--- src/hw/rtl/spa_pkg.sv ---
// ----------------------------------------------------------------------------
// spa_pkg
// Shared constants, codes and port structs of the sparse polynomial block.
// ----------------------------------------------------------------------------
`default_nettype none

package spa_pkg;

  localparam int MAX_DEGREE = 15;
  localparam int NDEG       = MAX_DEGREE + 1;
  localparam int NPROD      = 2 * MAX_DEGREE + 1;
  localparam int DEG_W      = $clog2(NDEG);
  localparam int PDEG_W     = $clog2(NPROD);
  localparam int PAIR_W     = 2 * DEG_W;
  localparam int COEF_W     = 32;
  localparam int OP_W       = 2;
  localparam int TDEG_W     = 4;
  localparam int ODEG_W     = 5;

  typedef enum logic [OP_W-1:0] {
    OP_LOAD_A = 2'd0,
    OP_LOAD_B = 2'd1,
    OP_SUM    = 2'd2,
    OP_PROD   = 2'd3
  } op_t;

  typedef struct packed {
    logic              re;
    logic [DEG_W-1:0]  raddr;
    logic              we;
    logic [DEG_W-1:0]  waddr;
    logic [COEF_W-1:0] wdata;
  } coef_port_t;

  typedef struct packed {
    logic              re;
    logic [PDEG_W-1:0] raddr;
    logic              we;
    logic [PDEG_W-1:0] waddr;
    logic [COEF_W-1:0] wdata;
  } acc_port_t;

endpackage

`default_nettype wire

--- src/hw/rtl/spa_if.sv ---
// ----------------------------------------------------------------------------
// spa_in_if / spa_out_if
// Valid/ready channels for term requests and result terms.
// ----------------------------------------------------------------------------
`default_nettype none

interface spa_in_if;
  logic                              valid;
  logic                              ready;
  logic [spa_pkg::OP_W-1:0]          op;
  logic signed [spa_pkg::COEF_W-1:0] term_coef;
  logic [spa_pkg::TDEG_W-1:0]        term_degree;

  modport source (output valid, op, term_coef, term_degree, input ready);
  modport sink   (input valid, op, term_coef, term_degree, output ready);
endinterface

interface spa_out_if;
  logic                              valid;
  logic                              ready;
  logic signed [spa_pkg::COEF_W-1:0] out_coef;
  logic [spa_pkg::ODEG_W-1:0]        out_degree;
  logic                              no_term;
  logic                              last;

  modport source (output valid, out_coef, out_degree, no_term, last, input ready);
  modport sink   (input valid, out_coef, out_degree, no_term, last, output ready);
endinterface

`default_nettype wire

--- src/hw/rtl/spa_ram.sv ---
// ----------------------------------------------------------------------------
// spa_ram
// Simple dual-port RAM, one write and one registered read per cycle.
// ----------------------------------------------------------------------------
`default_nettype none

module spa_ram #(
  parameter int DEPTH = 16,
  parameter int DW    = 32
) (
  input  logic                     clk,
  input  logic                     we,
  input  logic [$clog2(DEPTH)-1:0] waddr,
  input  logic [DW-1:0]            wdata,
  input  logic                     re,
  input  logic [$clog2(DEPTH)-1:0] raddr,
  output logic [DW-1:0]            rdata
);

  logic [DW-1:0] mem [DEPTH];

  always_ff @(posedge clk) begin
    if (we) begin
      mem[waddr] <= wdata;
    end
  end

  always_ff @(posedge clk) begin
    if (re) begin
      rdata <= mem[raddr];
    end
  end

endmodule

`default_nettype wire

--- src/hw/rtl/spa_seq.sv ---
// ----------------------------------------------------------------------------
// spa_seq
// Request sequencer: term loads, product multiply-accumulate pipeline and
// descending-degree result scan with a one-term lookahead for last.
// ----------------------------------------------------------------------------
`default_nettype none

module spa_seq (
  input  logic                        clk,
  input  logic                        rst_n,
  spa_in_if.sink                      in_ch,
  spa_out_if.source                   out_ch,
  output spa_pkg::coef_port_t         a_port,
  output spa_pkg::coef_port_t         b_port,
  output spa_pkg::acc_port_t          acc_port,
  input  logic [spa_pkg::COEF_W-1:0]  a_rdata,
  input  logic [spa_pkg::COEF_W-1:0]  b_rdata,
  input  logic [spa_pkg::COEF_W-1:0]  acc_rdata
);
  import spa_pkg::*;

  typedef enum logic [6:0] {
    ST_IDLE  = 7'b0000001,
    ST_LD_WR = 7'b0000010,
    ST_MAC   = 7'b0000100,
    ST_DRAIN = 7'b0001000,
    ST_RD    = 7'b0010000,
    ST_EV    = 7'b0100000,
    ST_FIN   = 7'b1000000
  } state_t;

  state_t              state_r, state_nxt;
  logic                mode_prod_r, mode_prod_nxt;
  logic                ld_b_r, ld_b_nxt;
  logic [DEG_W-1:0]    ld_deg_r, ld_deg_nxt;
  logic [COEF_W-1:0]   ld_coef_r, ld_coef_nxt;
  logic [PAIR_W-1:0]   pc_r, pc_nxt;
  logic [PDEG_W-1:0]   d_r, d_nxt;
  logic [NDEG-1:0]     fp_r, fp_nxt;
  logic [NDEG-1:0]     sp_r, sp_nxt;
  logic [NPROD-1:0]    hit_r, hit_nxt;
  logic                v1_r, v1_nxt;
  logic [PDEG_W-1:0]   a1_r, a1_nxt;
  logic                v2_r, v2_nxt;
  logic [PDEG_W-1:0]   a2_r, a2_nxt;
  logic [COEF_W-1:0]   mul_r, mul_nxt;
  logic                pend_v_r, pend_v_nxt;
  logic [COEF_W-1:0]   pend_coef_r, pend_coef_nxt;
  logic [PDEG_W-1:0]   pend_deg_r, pend_deg_nxt;
  logic                out_valid_r, out_valid_nxt;
  logic [COEF_W-1:0]   out_coef_r, out_coef_nxt;
  logic [PDEG_W-1:0]   out_deg_r, out_deg_nxt;
  logic                out_none_r, out_none_nxt;
  logic                out_last_r, out_last_nxt;

  logic                out_free;
  logic                ld_ok;
  logic [DEG_W-1:0]    pi;
  logic [DEG_W-1:0]    pj;
  logic [DEG_W-1:0]    ds;
  logic                pa;
  logic                pb;
  logic [COEF_W-1:0]   ssum;
  logic                cand;
  logic [COEF_W-1:0]   cand_coef;

  assign pi       = pc_r[PAIR_W-1:DEG_W];
  assign pj       = pc_r[DEG_W-1:0];
  assign ds       = d_r[DEG_W-1:0];
  assign out_free = !out_valid_r || out_ch.ready;
  assign ld_ok    = (ODEG_W'(in_ch.term_degree) <= ODEG_W'(MAX_DEGREE));
  assign pa       = fp_r[ds];
  assign pb       = sp_r[ds];
  assign ssum     = a_rdata + b_rdata;

  always_comb begin
    if (mode_prod_r) begin
      cand      = hit_r[d_r];
      cand_coef = acc_rdata;
    end else if (pa && pb) begin
      cand      = (ssum != '0);
      cand_coef = ssum;
    end else begin
      cand      = pa || pb;
      cand_coef = pa ? a_rdata : b_rdata;
    end
  end

  always_comb begin
    state_nxt     = state_r;
    mode_prod_nxt = mode_prod_r;
    ld_b_nxt      = ld_b_r;
    ld_deg_nxt    = ld_deg_r;
    ld_coef_nxt   = ld_coef_r;
    pc_nxt        = pc_r;
    d_nxt         = d_r;
    fp_nxt        = fp_r;
    sp_nxt        = sp_r;
    hit_nxt       = hit_r;
    pend_v_nxt    = pend_v_r;
    pend_coef_nxt = pend_coef_r;
    pend_deg_nxt  = pend_deg_r;
    out_valid_nxt = out_valid_r;
    out_coef_nxt  = out_coef_r;
    out_deg_nxt   = out_deg_r;
    out_none_nxt  = out_none_r;
    out_last_nxt  = out_last_r;
    a_port        = '0;
    b_port        = '0;
    acc_port      = '0;
    in_ch.ready   = 1'b0;

    if (out_valid_r && out_ch.ready) begin
      out_valid_nxt = 1'b0;
    end

    // multiply-accumulate pipeline
    v1_nxt  = 1'b0;
    a1_nxt  = a1_r;
    v2_nxt  = v1_r;
    a2_nxt  = a1_r;
    mul_nxt = a_rdata * b_rdata;
    acc_port.re    = (state_r == ST_MAC) || (state_r == ST_DRAIN) || (state_r == ST_RD);
    acc_port.raddr = (state_r == ST_RD) ? d_r : a1_r;
    if (v2_r) begin
      acc_port.we    = 1'b1;
      acc_port.waddr = a2_r;
      acc_port.wdata = (hit_r[a2_r] ? acc_rdata : '0) + mul_r;
      hit_nxt[a2_r]  = 1'b1;
    end

    case (state_r)
      ST_IDLE: begin
        in_ch.ready = 1'b1;
        if (in_ch.valid) begin
          case (op_t'(in_ch.op))
            OP_LOAD_A, OP_LOAD_B: begin
              ld_b_nxt    = (op_t'(in_ch.op) == OP_LOAD_B);
              ld_deg_nxt  = in_ch.term_degree[DEG_W-1:0];
              ld_coef_nxt = in_ch.term_coef;
              if (ld_ok) begin
                a_port.re    = (op_t'(in_ch.op) == OP_LOAD_A);
                a_port.raddr = in_ch.term_degree[DEG_W-1:0];
                b_port.re    = (op_t'(in_ch.op) == OP_LOAD_B);
                b_port.raddr = in_ch.term_degree[DEG_W-1:0];
                state_nxt    = ST_LD_WR;
              end
            end
            OP_SUM: begin
              mode_prod_nxt = 1'b0;
              d_nxt         = PDEG_W'(MAX_DEGREE);
              state_nxt     = ST_RD;
            end
            OP_PROD: begin
              mode_prod_nxt = 1'b1;
              hit_nxt       = '0;
              pc_nxt        = '0;
              state_nxt     = ST_MAC;
            end
            default: state_nxt = ST_IDLE;
          endcase
        end
      end
      ST_LD_WR: begin
        if (ld_b_r) begin
          b_port.we     = 1'b1;
          b_port.waddr  = ld_deg_r;
          b_port.wdata  = sp_r[ld_deg_r] ? b_rdata + ld_coef_r : ld_coef_r;
          sp_nxt[ld_deg_r] = 1'b1;
        end else begin
          a_port.we     = 1'b1;
          a_port.waddr  = ld_deg_r;
          a_port.wdata  = fp_r[ld_deg_r] ? a_rdata + ld_coef_r : ld_coef_r;
          fp_nxt[ld_deg_r] = 1'b1;
        end
        state_nxt = ST_IDLE;
      end
      ST_MAC: begin
        a_port.re    = 1'b1;
        a_port.raddr = pi;
        b_port.re    = 1'b1;
        b_port.raddr = pj;
        v1_nxt       = fp_r[pi] && sp_r[pj];
        a1_nxt       = PDEG_W'(pi) + PDEG_W'(pj);
        pc_nxt       = pc_r + 1'b1;
        if (pc_r == PAIR_W'(NDEG * NDEG - 1)) begin
          state_nxt = ST_DRAIN;
        end
      end
      ST_DRAIN: begin
        if (!v1_r && !v2_r) begin
          d_nxt     = PDEG_W'(NPROD - 1);
          state_nxt = ST_RD;
        end
      end
      ST_RD: begin
        a_port.re    = 1'b1;
        a_port.raddr = ds;
        b_port.re    = 1'b1;
        b_port.raddr = ds;
        state_nxt    = ST_EV;
      end
      ST_EV: begin
        if (!cand || !pend_v_r || out_free) begin
          if (cand) begin
            if (pend_v_r) begin
              out_valid_nxt = 1'b1;
              out_coef_nxt  = pend_coef_r;
              out_deg_nxt   = pend_deg_r;
              out_none_nxt  = 1'b0;
              out_last_nxt  = 1'b0;
            end
            pend_v_nxt    = 1'b1;
            pend_coef_nxt = cand_coef;
            pend_deg_nxt  = d_r;
          end
          if (d_r == '0) begin
            state_nxt = ST_FIN;
          end else begin
            d_nxt     = d_r - 1'b1;
            state_nxt = ST_RD;
          end
        end
      end
      ST_FIN: begin
        if (out_free) begin
          out_valid_nxt = 1'b1;
          out_coef_nxt  = pend_v_r ? pend_coef_r : '0;
          out_deg_nxt   = pend_v_r ? pend_deg_r : '0;
          out_none_nxt  = !pend_v_r;
          out_last_nxt  = 1'b1;
          pend_v_nxt    = 1'b0;
          if (!mode_prod_r) begin
            fp_nxt = '0;
            sp_nxt = '0;
          end
          state_nxt = ST_IDLE;
        end
      end
      default: state_nxt = ST_IDLE;
    endcase
  end

  always_ff @(posedge clk) begin
    if (!rst_n) begin
      state_r     <= ST_IDLE;
      fp_r        <= '0;
      sp_r        <= '0;
      hit_r       <= '0;
      v1_r        <= 1'b0;
      v2_r        <= 1'b0;
      pend_v_r    <= 1'b0;
      out_valid_r <= 1'b0;
    end else begin
      state_r     <= state_nxt;
      fp_r        <= fp_nxt;
      sp_r        <= sp_nxt;
      hit_r       <= hit_nxt;
      v1_r        <= v1_nxt;
      v2_r        <= v2_nxt;
      pend_v_r    <= pend_v_nxt;
      out_valid_r <= out_valid_nxt;
    end
  end

  always_ff @(posedge clk) begin
    mode_prod_r <= mode_prod_nxt;
    ld_b_r      <= ld_b_nxt;
    ld_deg_r    <= ld_deg_nxt;
    ld_coef_r   <= ld_coef_nxt;
    pc_r        <= pc_nxt;
    d_r         <= d_nxt;
    a1_r        <= a1_nxt;
    a2_r        <= a2_nxt;
    mul_r       <= mul_nxt;
    pend_coef_r <= pend_coef_nxt;
    pend_deg_r  <= pend_deg_nxt;
    out_coef_r  <= out_coef_nxt;
    out_deg_r   <= out_deg_nxt;
    out_none_r  <= out_none_nxt;
    out_last_r  <= out_last_nxt;
  end

  assign out_ch.valid      = out_valid_r;
  assign out_ch.out_coef   = out_coef_r;
  assign out_ch.out_degree = ODEG_W'(out_deg_r);
  assign out_ch.no_term    = out_none_r;
  assign out_ch.last       = out_last_r;

endmodule

`default_nettype wire

--- src/hw/rtl/sparse_polynomial_add_multiply_top.sv ---
// load request: coefficient read, then write back; no result
// sum request: read-then-evaluate scan of the two coefficient RAMs,
// one degree at a time from degree 15 down to 0
// product request: one shared 32x32 multiplier over all 256 term pairs,
// a drain of the MAC pipeline, then a scan of the accumulator RAM
// reset clears the presence and hit marks at once; RAM contents need no clear
// ----------------------------------------------------------------------------
// sparse_polynomial_add_multiply_top
// Sparse polynomial adder and multiplier over per-degree coefficient RAMs.
// ----------------------------------------------------------------------------
`default_nettype none

module sparse_polynomial_add_multiply_top (
  input  logic      clk,
  input  logic      rst_n,
  spa_in_if.sink    in_ch,
  spa_out_if.source out_ch
);
  import spa_pkg::*;

  coef_port_t        a_port;
  coef_port_t        b_port;
  acc_port_t         acc_port;
  logic [COEF_W-1:0] a_rdata;
  logic [COEF_W-1:0] b_rdata;
  logic [COEF_W-1:0] acc_rdata;

  spa_ram #(.DEPTH(NDEG), .DW(COEF_W)) u_first_ram (
    .clk   (clk),
    .we    (a_port.we),
    .waddr (a_port.waddr),
    .wdata (a_port.wdata),
    .re    (a_port.re),
    .raddr (a_port.raddr),
    .rdata (a_rdata)
  );

  spa_ram #(.DEPTH(NDEG), .DW(COEF_W)) u_second_ram (
    .clk   (clk),
    .we    (b_port.we),
    .waddr (b_port.waddr),
    .wdata (b_port.wdata),
    .re    (b_port.re),
    .raddr (b_port.raddr),
    .rdata (b_rdata)
  );

  spa_ram #(.DEPTH(NPROD), .DW(COEF_W)) u_acc_ram (
    .clk   (clk),
    .we    (acc_port.we),
    .waddr (acc_port.waddr),
    .wdata (acc_port.wdata),
    .re    (acc_port.re),
    .raddr (acc_port.raddr),
    .rdata (acc_rdata)
  );

  spa_seq u_seq (
    .clk       (clk),
    .rst_n     (rst_n),
    .in_ch     (in_ch),
    .out_ch    (out_ch),
    .a_port    (a_port),
    .b_port    (b_port),
    .acc_port  (acc_port),
    .a_rdata   (a_rdata),
    .b_rdata   (b_rdata),
    .acc_rdata (acc_rdata)
  );

endmodule

`default_nettype wire

--- src/flat_wrapper.sv ---
// flat-port wrapper written by rule: the top's interface ports become plain ports
module sparse_polynomial_add_multiply_top_flat import spa_pkg::*;
  (clk, rst_n, in_ch_valid, in_ch_op, in_ch_term_coef, in_ch_term_degree, in_ch_ready, out_ch_valid, out_ch_out_coef, out_ch_out_degree, out_ch_no_term, out_ch_last, out_ch_ready);
  spa_in_if in_ch_i ();
  spa_out_if out_ch_i ();
  input  logic clk;
  input  logic rst_n;
  input wire logic [$bits(in_ch_i.valid)-1:0] in_ch_valid;
  input wire logic [$bits(in_ch_i.op)-1:0] in_ch_op;
  input wire logic [$bits(in_ch_i.term_coef)-1:0] in_ch_term_coef;
  input wire logic [$bits(in_ch_i.term_degree)-1:0] in_ch_term_degree;
  output wire logic [$bits(in_ch_i.ready)-1:0] in_ch_ready;
  output wire logic [$bits(out_ch_i.valid)-1:0] out_ch_valid;
  output wire logic [$bits(out_ch_i.out_coef)-1:0] out_ch_out_coef;
  output wire logic [$bits(out_ch_i.out_degree)-1:0] out_ch_out_degree;
  output wire logic [$bits(out_ch_i.no_term)-1:0] out_ch_no_term;
  output wire logic [$bits(out_ch_i.last)-1:0] out_ch_last;
  input wire logic [$bits(out_ch_i.ready)-1:0] out_ch_ready;
  assign in_ch_i.valid = in_ch_valid;
  assign in_ch_i.op = in_ch_op;
  assign in_ch_i.term_coef = in_ch_term_coef;
  assign in_ch_i.term_degree = in_ch_term_degree;
  assign in_ch_ready = in_ch_i.ready;
  assign out_ch_valid = out_ch_i.valid;
  assign out_ch_out_coef = out_ch_i.out_coef;
  assign out_ch_out_degree = out_ch_i.out_degree;
  assign out_ch_no_term = out_ch_i.no_term;
  assign out_ch_last = out_ch_i.last;
  assign out_ch_i.ready = out_ch_ready;
  sparse_polynomial_add_multiply_top u_core (.clk(clk), .rst_n(rst_n), .in_ch(in_ch_i), .out_ch(out_ch_i));
endmodule
--- config.mk ---
export PLATFORM = sky130hd
export DESIGN_NAME = sparse_polynomial_add_multiply_top_flat
export DESIGN_NICKNAME = d
export VERILOG_FILES = /design/src/hw/rtl/spa_pkg.sv /design/src/hw/rtl/spa_if.sv /design/src/hw/rtl/spa_ram.sv /design/src/hw/rtl/spa_seq.sv /design/src/hw/rtl/sparse_polynomial_add_multiply_top.sv /design/src/flat_wrapper.sv
export SDC_FILE = /design/constraint.sdc
export NUM_CORES = 2
export LEC_CHECK = 0
export BUFFER_PORTS_ARGS = -buffer_cell sky130_fd_sc_hd__clkbuf_2
export CAP_MARGIN = 20
export CELL_PAD_IN_SITES_DETAIL_PLACEMENT = 1
export CELL_PAD_IN_SITES_GLOBAL_PLACEMENT = 1
export CORE_ASPECT_RATIO = 2
export CORE_UTILIZATION = 50
export CTS_CLUSTER_SIZE = 28
export DETAILED_ROUTE_END_ITERATION = 7
export PLACE_DENSITY = 0.86
export SLEW_MARGIN = 20
export SYNTH_ARGS = -nofsm -noshare
export SYNTH_HDL_FRONTEND = slang
export SYNTH_SLANG_ARGS = --single-unit
--- constraint.sdc ---
create_clock -name clk -period 22.8 [get_ports clk]
set_clock_uncertainty 0.15 [all_clocks]
set_input_delay 4.56 -clock clk [delete_from_list [all_inputs] [get_ports clk]]
set_output_delay 4.56 -clock clk [all_outputs]
set_load 0.005 [all_outputs]
; Word level (Yosys, flattened, before mapping)
; Memory sizes are Yosys's and may differ from the RTL's. A register that Yosys moved wholly into a read port is not among the register bits.
; Cells that the tools add are included.
[classes]
add_sub_neg = 7
n_mul = 1
order_cmp = 8
n_eq_ne = 24
muxes = 104
bitwise_logic = 3
n_reduce_logical = 37
[ops]
columns = operator, count
row1 = 2-to-1 mux 32 bit, 11
row2 = 2-to-1 mux 37 bit, 4
row3 = adder 32 bit, 4
row4 = 2-to-1 mux 31 bit, 4
row5 = 2-to-1 mux 5 bit, 15
row6 = 2-to-1 mux 16 bit, 4
row7 = one-hot mux 16 bit (2 select lines), 2
row8 = one-hot mux 32 bit (2 select lines), 1
row9 = one-hot mux 5 bit (3 select lines), 3
row10 = 2-to-1 mux 7 bit, 6
row11 = one-hot mux 7 bit (6 select lines), 1
row12 = 2-to-1 mux 38 bit, 1
row13 = multiplier 32 x 32 -> 32 bit, 1
row14 = 2-to-1 mux 1 bit, 32
row15 = bitwise OR 16 bit, 2
row16 = nonzero test 32 bit, 1
row17 = bitwise OR 31 bit, 1
row18 = binary-select mux 1 bit (select 4 bit), 6
row19 = one-hot mux 7 bit (3 select lines), 1
row20 = "less-than comparator 4 x 5 -> 1 bit, second input constant", 4
row21 = "!= test 2 bit, second input constant", 9
row22 = 2-to-1 mux 8 bit, 2
row23 = one-hot mux 8 bit (2 select lines), 1
row24 = "less-than comparator 5 x 6 -> 1 bit, second input constant", 2
row25 = other kinds (34), 66
[totals]
register_bits = 243
mem_bits_rw = 2016
inputBits = 42
out_inout_bits = 41
wordCells = 210
memories = 3
[mem_list]
columns = name, depth, width, read_ports, rd_ports_with_merged_regs, write_ports, line_no
row1 = u_core.u_acc_ram.mem, 31, 32, 1, 1, 1, spa_ram.sv:20  ; logic [DW-1:0] mem [DEPTH];
row2 = u_core.u_first_ram.mem, 16, 32, 1, 1, 1, spa_ram.sv:20
row3 = u_core.u_second_ram.mem, 16, 32, 1, 1, 1, spa_ram.sv:20

; Logic depth before layout (Yosys ltp)
[logic_depth]
ltp_word = 10
ltp_mapped = 29
depth_no_buf = 27

; Cells and area by module
; A second synthesis with hierarchy kept.
[hier_totals]
cells_unflattened = 7354
hier_area_um2 = 112968.3
[modules_own_cells]
columns = mod, n_inst, cells_each, area_per_inst_um2, seq_area_each_um2
row1 = spa_ram at u_core.u_first_ram ..., 2, 838, 20155.6, 16335.7
row2 = spa_ram at u_core.u_acc_ram, 1, 1915, 39014.9, 30749.5
row3 = spa_seq, 1, 3763, 33642.3, 6185.9

; Worst setup path before layout
; No wires, ideal clock.
[synth_timing]
path_type = input -> register
start = input port in_ch_valid
end = register u_core.u_second_ram.rdata[27] (read register of u_core.u_second_ram.mem), data pin
setup_time_ns = 0.270
arrival_time_ns = 7.899
t_required_ns = 22.380
slack_ns = 14.481
stages = 11
n_path_buf = 3
cell_sequence = nand2_1 -> nor2_1 -> a22o_1 -> a21o_1 -> buf_2 -> buf_2 -> buf_2 -> mux2i_1 -> a211oi_1 -> a211oi_1 -> a21oi_1
[synth_via]
elab_chain_cells = 2
[synth_lines]
columns = element, line_no
row1 = "start, declared", flat_wrapper.sv:8  ; input wire logic [$bits(in_ch_i.valid)-1:0] in_ch_valid;
row2 = 2-to-1 mux 5 bit, spa_seq.sv:135  ; if (in_ch.valid) begin
row3 = one-hot mux 5 bit (3 select lines), spa_seq.sv:132  ; case (state_r)
row4 = "end, declared", spa_ram.sv:17  ; output logic [DW-1:0] rdata
; Every way passes these cells.
; A chain may end at the register's enable or synchronous reset.

; Worst setup path after layout
[layout_timing]
start = input port in_ch_valid
end = register u_core.u_second_ram.rdata[24] (read register of u_core.u_second_ram.mem), data pin
; Same word-level chain as after synthesis.

==> flow_summary.rst <==
.. list-table::
   :header-rows: 1

   * - Metric
     - Value
   * - Status
     - complete, no violations
   * - Final layout net count
     - roughly 9300
   * - Final antenna-violating net count
     - 0
   * - CP arrival
     - 9570 ps
   * - Synth warnings
     - 0
   * - Setup slack, reg-to-reg
     - approximately 14000 ps
   * - Final total negative setup slack
     - 0 ps
   * - Cell variety after synth
     - ~80
   * - Via count of the first global-routing pass
     - between 80000 and 90000
   * - Kind of critical path
     - in2reg
   * - Post_cts resized
     - 0
   * - Placer congestion estimate
     - 0.960
   * - Die width
     - ~340 µm
   * - Gate count after technology mapping
     - ~8500
   * - Number of maximum-capacitance violations
     - 0
   * - Setup repair after global routing missed its margin
     - false
   * - Max H-tree Level
     - 4
   * - Reg-to-reg startpoint
     - u_core.u_first_ram.rdata[9]$_DFFE_PP_
   * - Length in cells of the worst reg-to-reg path
     - 25
   * - Min Tclk post-route
     - about 9100 ps
   * - Prevailing post-synth register cell
     - sky130_fd_sc_hd__edfxtp_1
   * - Transition time at the pin with the least slew margin
     - 1360 ps
   * - Number of nets in the synthesized netlist
     - just over 9000
   * - Final wirelength
     - 430 mm
   * - Reported leakage power
     - around 47 nW
   * - Number of hold violations in the final report
     - 0
   * - Die area
     - around 0.23 mm²
   * - Worst VDD drop
     - roughly 0.00054 V
   * - Clock latency of the later-clocked register in the worst-skew pair
     - roughly 950 ps
   * - Drt pass-1 iters
     - 6
   * - EDFF count, synth
     - 2244
   * - Smallest hold slack
     - 354 ps
   * - TritonCTS sink count
     - between 2000 and 2500
   * - Post-synth top area share
     - between 50% and 60%
   * - Drt first-iter violations
     - roughly 10000
   * - Final Core Density
     - 55.3%
   * - Headroom to the max-slew limit
     - 8.40%
   * - Placeable core area
     - 0.228 mm²
   * - Top-Level Pins
     - 83
   * - Max-slew violation count
     - 0
   * - Standard-cell row count
     - approximately 250
   * - TritonCTS Buffers
     - just under 200
   * - Via count normalized by instance count
     - 6.91
   * - Cell total after placement
     - ~11000
   * - Clock transition at path regs
     - about 90 ps
   * - Antenna violations before repair
     - between 40 and 50
   * - Top achievable clock speed
     - approximately 110 MHz
   * - Register bit count reported by yosys
     - 2355
   * - Share of flip-flops with an asynchronous set or reset after synthesis
     - 0%
   * - PD cells
     - approximately 140 mW/mm²
   * - Number of cells traversed by the worst hold path
     - 0
   * - CTS tree
     - built
   * - Min-delay worst type
     - reg2reg
   * - Layout cells sized above 1
     - 12.3%
   * - Global route overflow
     - 0
   * - Capture point of the worst reg-to-reg path
     - u_core.u_seq.mul_r[30]$_DFF_P_
   * - Endpoint with the worst hold slack
     - u_core.u_seq.a2_r[1]$_DFF_P_
   * - Setup crit start kind
     - primary input
   * - Required arrival time at the worst endpoint
     - around 23000 ps
   * - Non-filler cells in the finished layout
     - roughly 12000
   * - HPWL after DPL
     - around 250 mm
   * - Vias post-DR
     - just over 80000
   * - Crit end category
     - register
   * - GR Util All Layers
     - between 30% and 40%
   * - Count of input and output buffers
     - roughly 80
   * - Post-synthesis cell type with the largest combined area
     - sky130_fd_sc_hd__edfxtp_1
   * - Avg Cell Area, Syn
     - 13.4 µm²
   * - First-pass GRT wire length
     - 597 mm
   * - Hold Startpoint
     - u_core.u_seq.a1_r[1]$_DFFE_PP_
   * - Synthesized cell area
     - ~0.11 mm²
   * - Syn-to-layout area delta
     - 10.1%
   * - Post-CTS repair timing setup buffer count
     - 0
   * - Count of hold buffers inserted by post-cts repair
     - 0
   * - Synth top area cells
     - sky130_fd_sc_hd__edfxtp_1 59%, sky130_fd_sc_hd__fa_1 7.2%, sky130_fd_sc_hd__mux4_2 5.3%, sky130_fd_sc_hd__nand2_1 5.1%, sky130_fd_sc_hd__ha_1 2.8%
   * - Tcrit/Tclk final
     - between 30% and 40%
   * - Design Power
     - ~17 mW
   * - Largest net degree at the start of global routing
     - ~180
   * - CTS root buffer
     - sky130_fd_sc_hd__clkbuf_16
   * - Largest buffer count on any clock path
     - 4
   * - Final setup violation count
     - 0
   * - Routed length per placed instance
     - approximately 37 µm
   * - Height of the chip
     - roughly 680 µm
   * - Critical path peak fanout
     - between 80 and 90
   * - Share of synthesized area occupied by flip-flops and latches
     - around three fifths
   * - Initial Util
     - between 50% and 60%
   * - Number of remaining DRC errors
     - 0
synthesized netlist by cell type (11+ instances only):
cell type	number
sky130_fd_sc_hd__mux2i_1	141
sky130_fd_sc_hd__nor3_1	34
sky130_fd_sc_hd__buf_2	40
sky130_fd_sc_hd__a21o_1	61
sky130_fd_sc_hd__nor2b_1	101
sky130_fd_sc_hd__nand3_1	233
sky130_fd_sc_hd__fa_1	413
sky130_fd_sc_hd__nor2_1	333
sky130_fd_sc_hd__edfxtp_1	2244
sky130_fd_sc_hd__o21bai_1	15
sky130_fd_sc_hd__xnor2_1	140
sky130_fd_sc_hd__mux4_2	268
sky130_fd_sc_hd__nand2_1	1556
sky130_fd_sc_hd__dfxtp_1	111
sky130_fd_sc_hd__and3_1	207
sky130_fd_sc_hd__a211oi_1	184
sky130_fd_sc_hd__nand3b_1	12
sky130_fd_sc_hd__inv_1	437
sky130_fd_sc_hd__and2_1	296
sky130_fd_sc_hd__o211ai_1	14
sky130_fd_sc_hd__xor2_1	65
sky130_fd_sc_hd__clkbuf_1	402
sky130_fd_sc_hd__or3_1	11
sky130_fd_sc_hd__mux2_2	21
sky130_fd_sc_hd__a31oi_1	141
sky130_fd_sc_hd__a31o_2	35
sky130_fd_sc_hd__o21a_1	56
sky130_fd_sc_hd__a21oi_1	247
sky130_fd_sc_hd__buf_1	43
sky130_fd_sc_hd__a311oi_1	131
sky130_fd_sc_hd__nor3b_1	11
sky130_fd_sc_hd__o21ai_0	111
sky130_fd_sc_hd__nand4_1	11
sky130_fd_sc_hd__nand2b_1	42
sky130_fd_sc_hd__ha_1	253
where the power goes:
part	switching (mW)	internal [mW]	total (mW)
logic	5.52	3.37	8.89
clock network	1.72	1.90	3.62
registers	0.0740	4.84	4.91
total	7.32	10.1	17.4
worst max-delay path, cell delays in order:
cell and delay, ps:
sky130_fd_sc_hd__clkbuf_2 150, sky130_fd_sc_hd__nand2_1 260, sky130_fd_sc_hd__nor2_4 170, sky130_fd_sc_hd__buf_4 580
sky130_fd_sc_hd__a22o_1 480, sky130_fd_sc_hd__a21o_4 600, sky130_fd_sc_hd__buf_4 800, sky130_fd_sc_hd__buf_4 880
sky130_fd_sc_hd__mux2i_1 340, sky130_fd_sc_hd__a211oi_1 120, sky130_fd_sc_hd__a211oi_1 310, sky130_fd_sc_hd__a21oi_1 100
registers in the layout, indices dropped and copies added (netlist names), 7 cells and up:
| name | flops |
|---|---|
| u_core.u_second_ram.mem | 512 |
| u_core.u_seq.pc_r | 8 |
| u_core.u_seq.fp_r | 16 |
| u_core.u_second_ram.rdata | 32 |
| u_core.u_seq.ld_coef_r | 32 |
| u_core.u_seq.out_ch.out_coef | 32 |
| u_core.u_seq.pend_coef_r | 32 |
| u_core.u_acc_ram.rdata | 32 |
| u_core.u_seq.sp_r | 16 |
| u_core.u_seq.mul_r | 32 |
| u_core.u_seq.hit_r | 31 |
| u_core.u_acc_ram.mem | 992 |
| u_core.u_seq.state_r | 7 |
| u_core.u_first_ram.rdata | 32 |
| u_core.u_first_ram.mem | 512 |
cells in the final DEF (no fill, tap or decap), drive strengths merged, types with 247 or more instances in the layout:
master | netlist | final
clkbuf | 402 | 304
and2 | 296 | 296
mux4 | 268 | 268
edfxtp | 2244 | 2244
ha | 253 | 253
nand2 | 1556 | 1556
inv | 437 | 449
a21oi | 247 | 247
nor2 | 333 | 333
fa | 413 | 413
cell families (layout without fill, tap and decap cells):
| family | count (synthesis) | count (layout) | share of synthesized area (%) |
|---|---|---|---|
| compound gates | 1074 | 1074 | 6.38 |
| xor+xnor | 205 | 205 | 1.57 |
| fa+ha+maj | 666 | 666 | 9.99 |
| buf+inv | 931 | 1099 | 3.12 |
| flops | 2355 | 2355 | 60.8 |
| mux | 430 | 430 | 6.71 |
| other cells | 0 | 24 | 0 |
| simple gates | 2882 | 2882 | 11.4 |
metal layers:
metal  up-vias  GRT usage (%)  share of wire [%]
met5         -              0              0.062
met4        40           35.4                 12
met2      6740           59.7                 48
met1     40700           36.6                 29
li1      31000              -                  -
met3      2684           9.38                 10
stage by stage:
step | setup slack (ps) | instance area (µm²)
after floorplan | 14480 | 114000
after global placement | 12780 | 119000
after detailed placement | 12990 | 119000
final | 13690 | 126000
after global routing | 13440 | 126000
after CTS | 13740 | 126000
how the worst max path moves through the flow:
stage,startpoint,end,depth (start not counted)
3_3_place_gp,in_ch_valid,u_core.u_first_ram.rdata[4]$_DFFE_PP_,13
3_5_place_dp,in_ch_valid,u_core.u_first_ram.rdata[6]$_DFFE_PP_,13
2_1_floorplan,in_ch_valid,u_core.u_second_ram.rdata[27]$_DFFE_PP_,11
6_report,in_ch_valid,u_core.u_second_ram.rdata[24]$_DFFE_PP_,12
4_1_cts,in_ch_valid,u_core.u_first_ram.rdata[4]$_DFFE_PP_,13
5_1_grt,in_ch_valid,u_core.u_first_ram.rdata[4]$_DFFE_PP_,13
final cells by class:
class | count | area (µm²)
timing repair buffer | 304 | 2200
multi-input combinational | 5257 | 42200
fill | 22000 | 102000
tap | 3000 | 3750
clock inverter | 134 | 1420
clock buffer | 222 | 5130
inverter | 439 | 1650
antenna | 24 | 60.1
sequential | 2355 | 69600
Power figures use the tool's default switching activity.
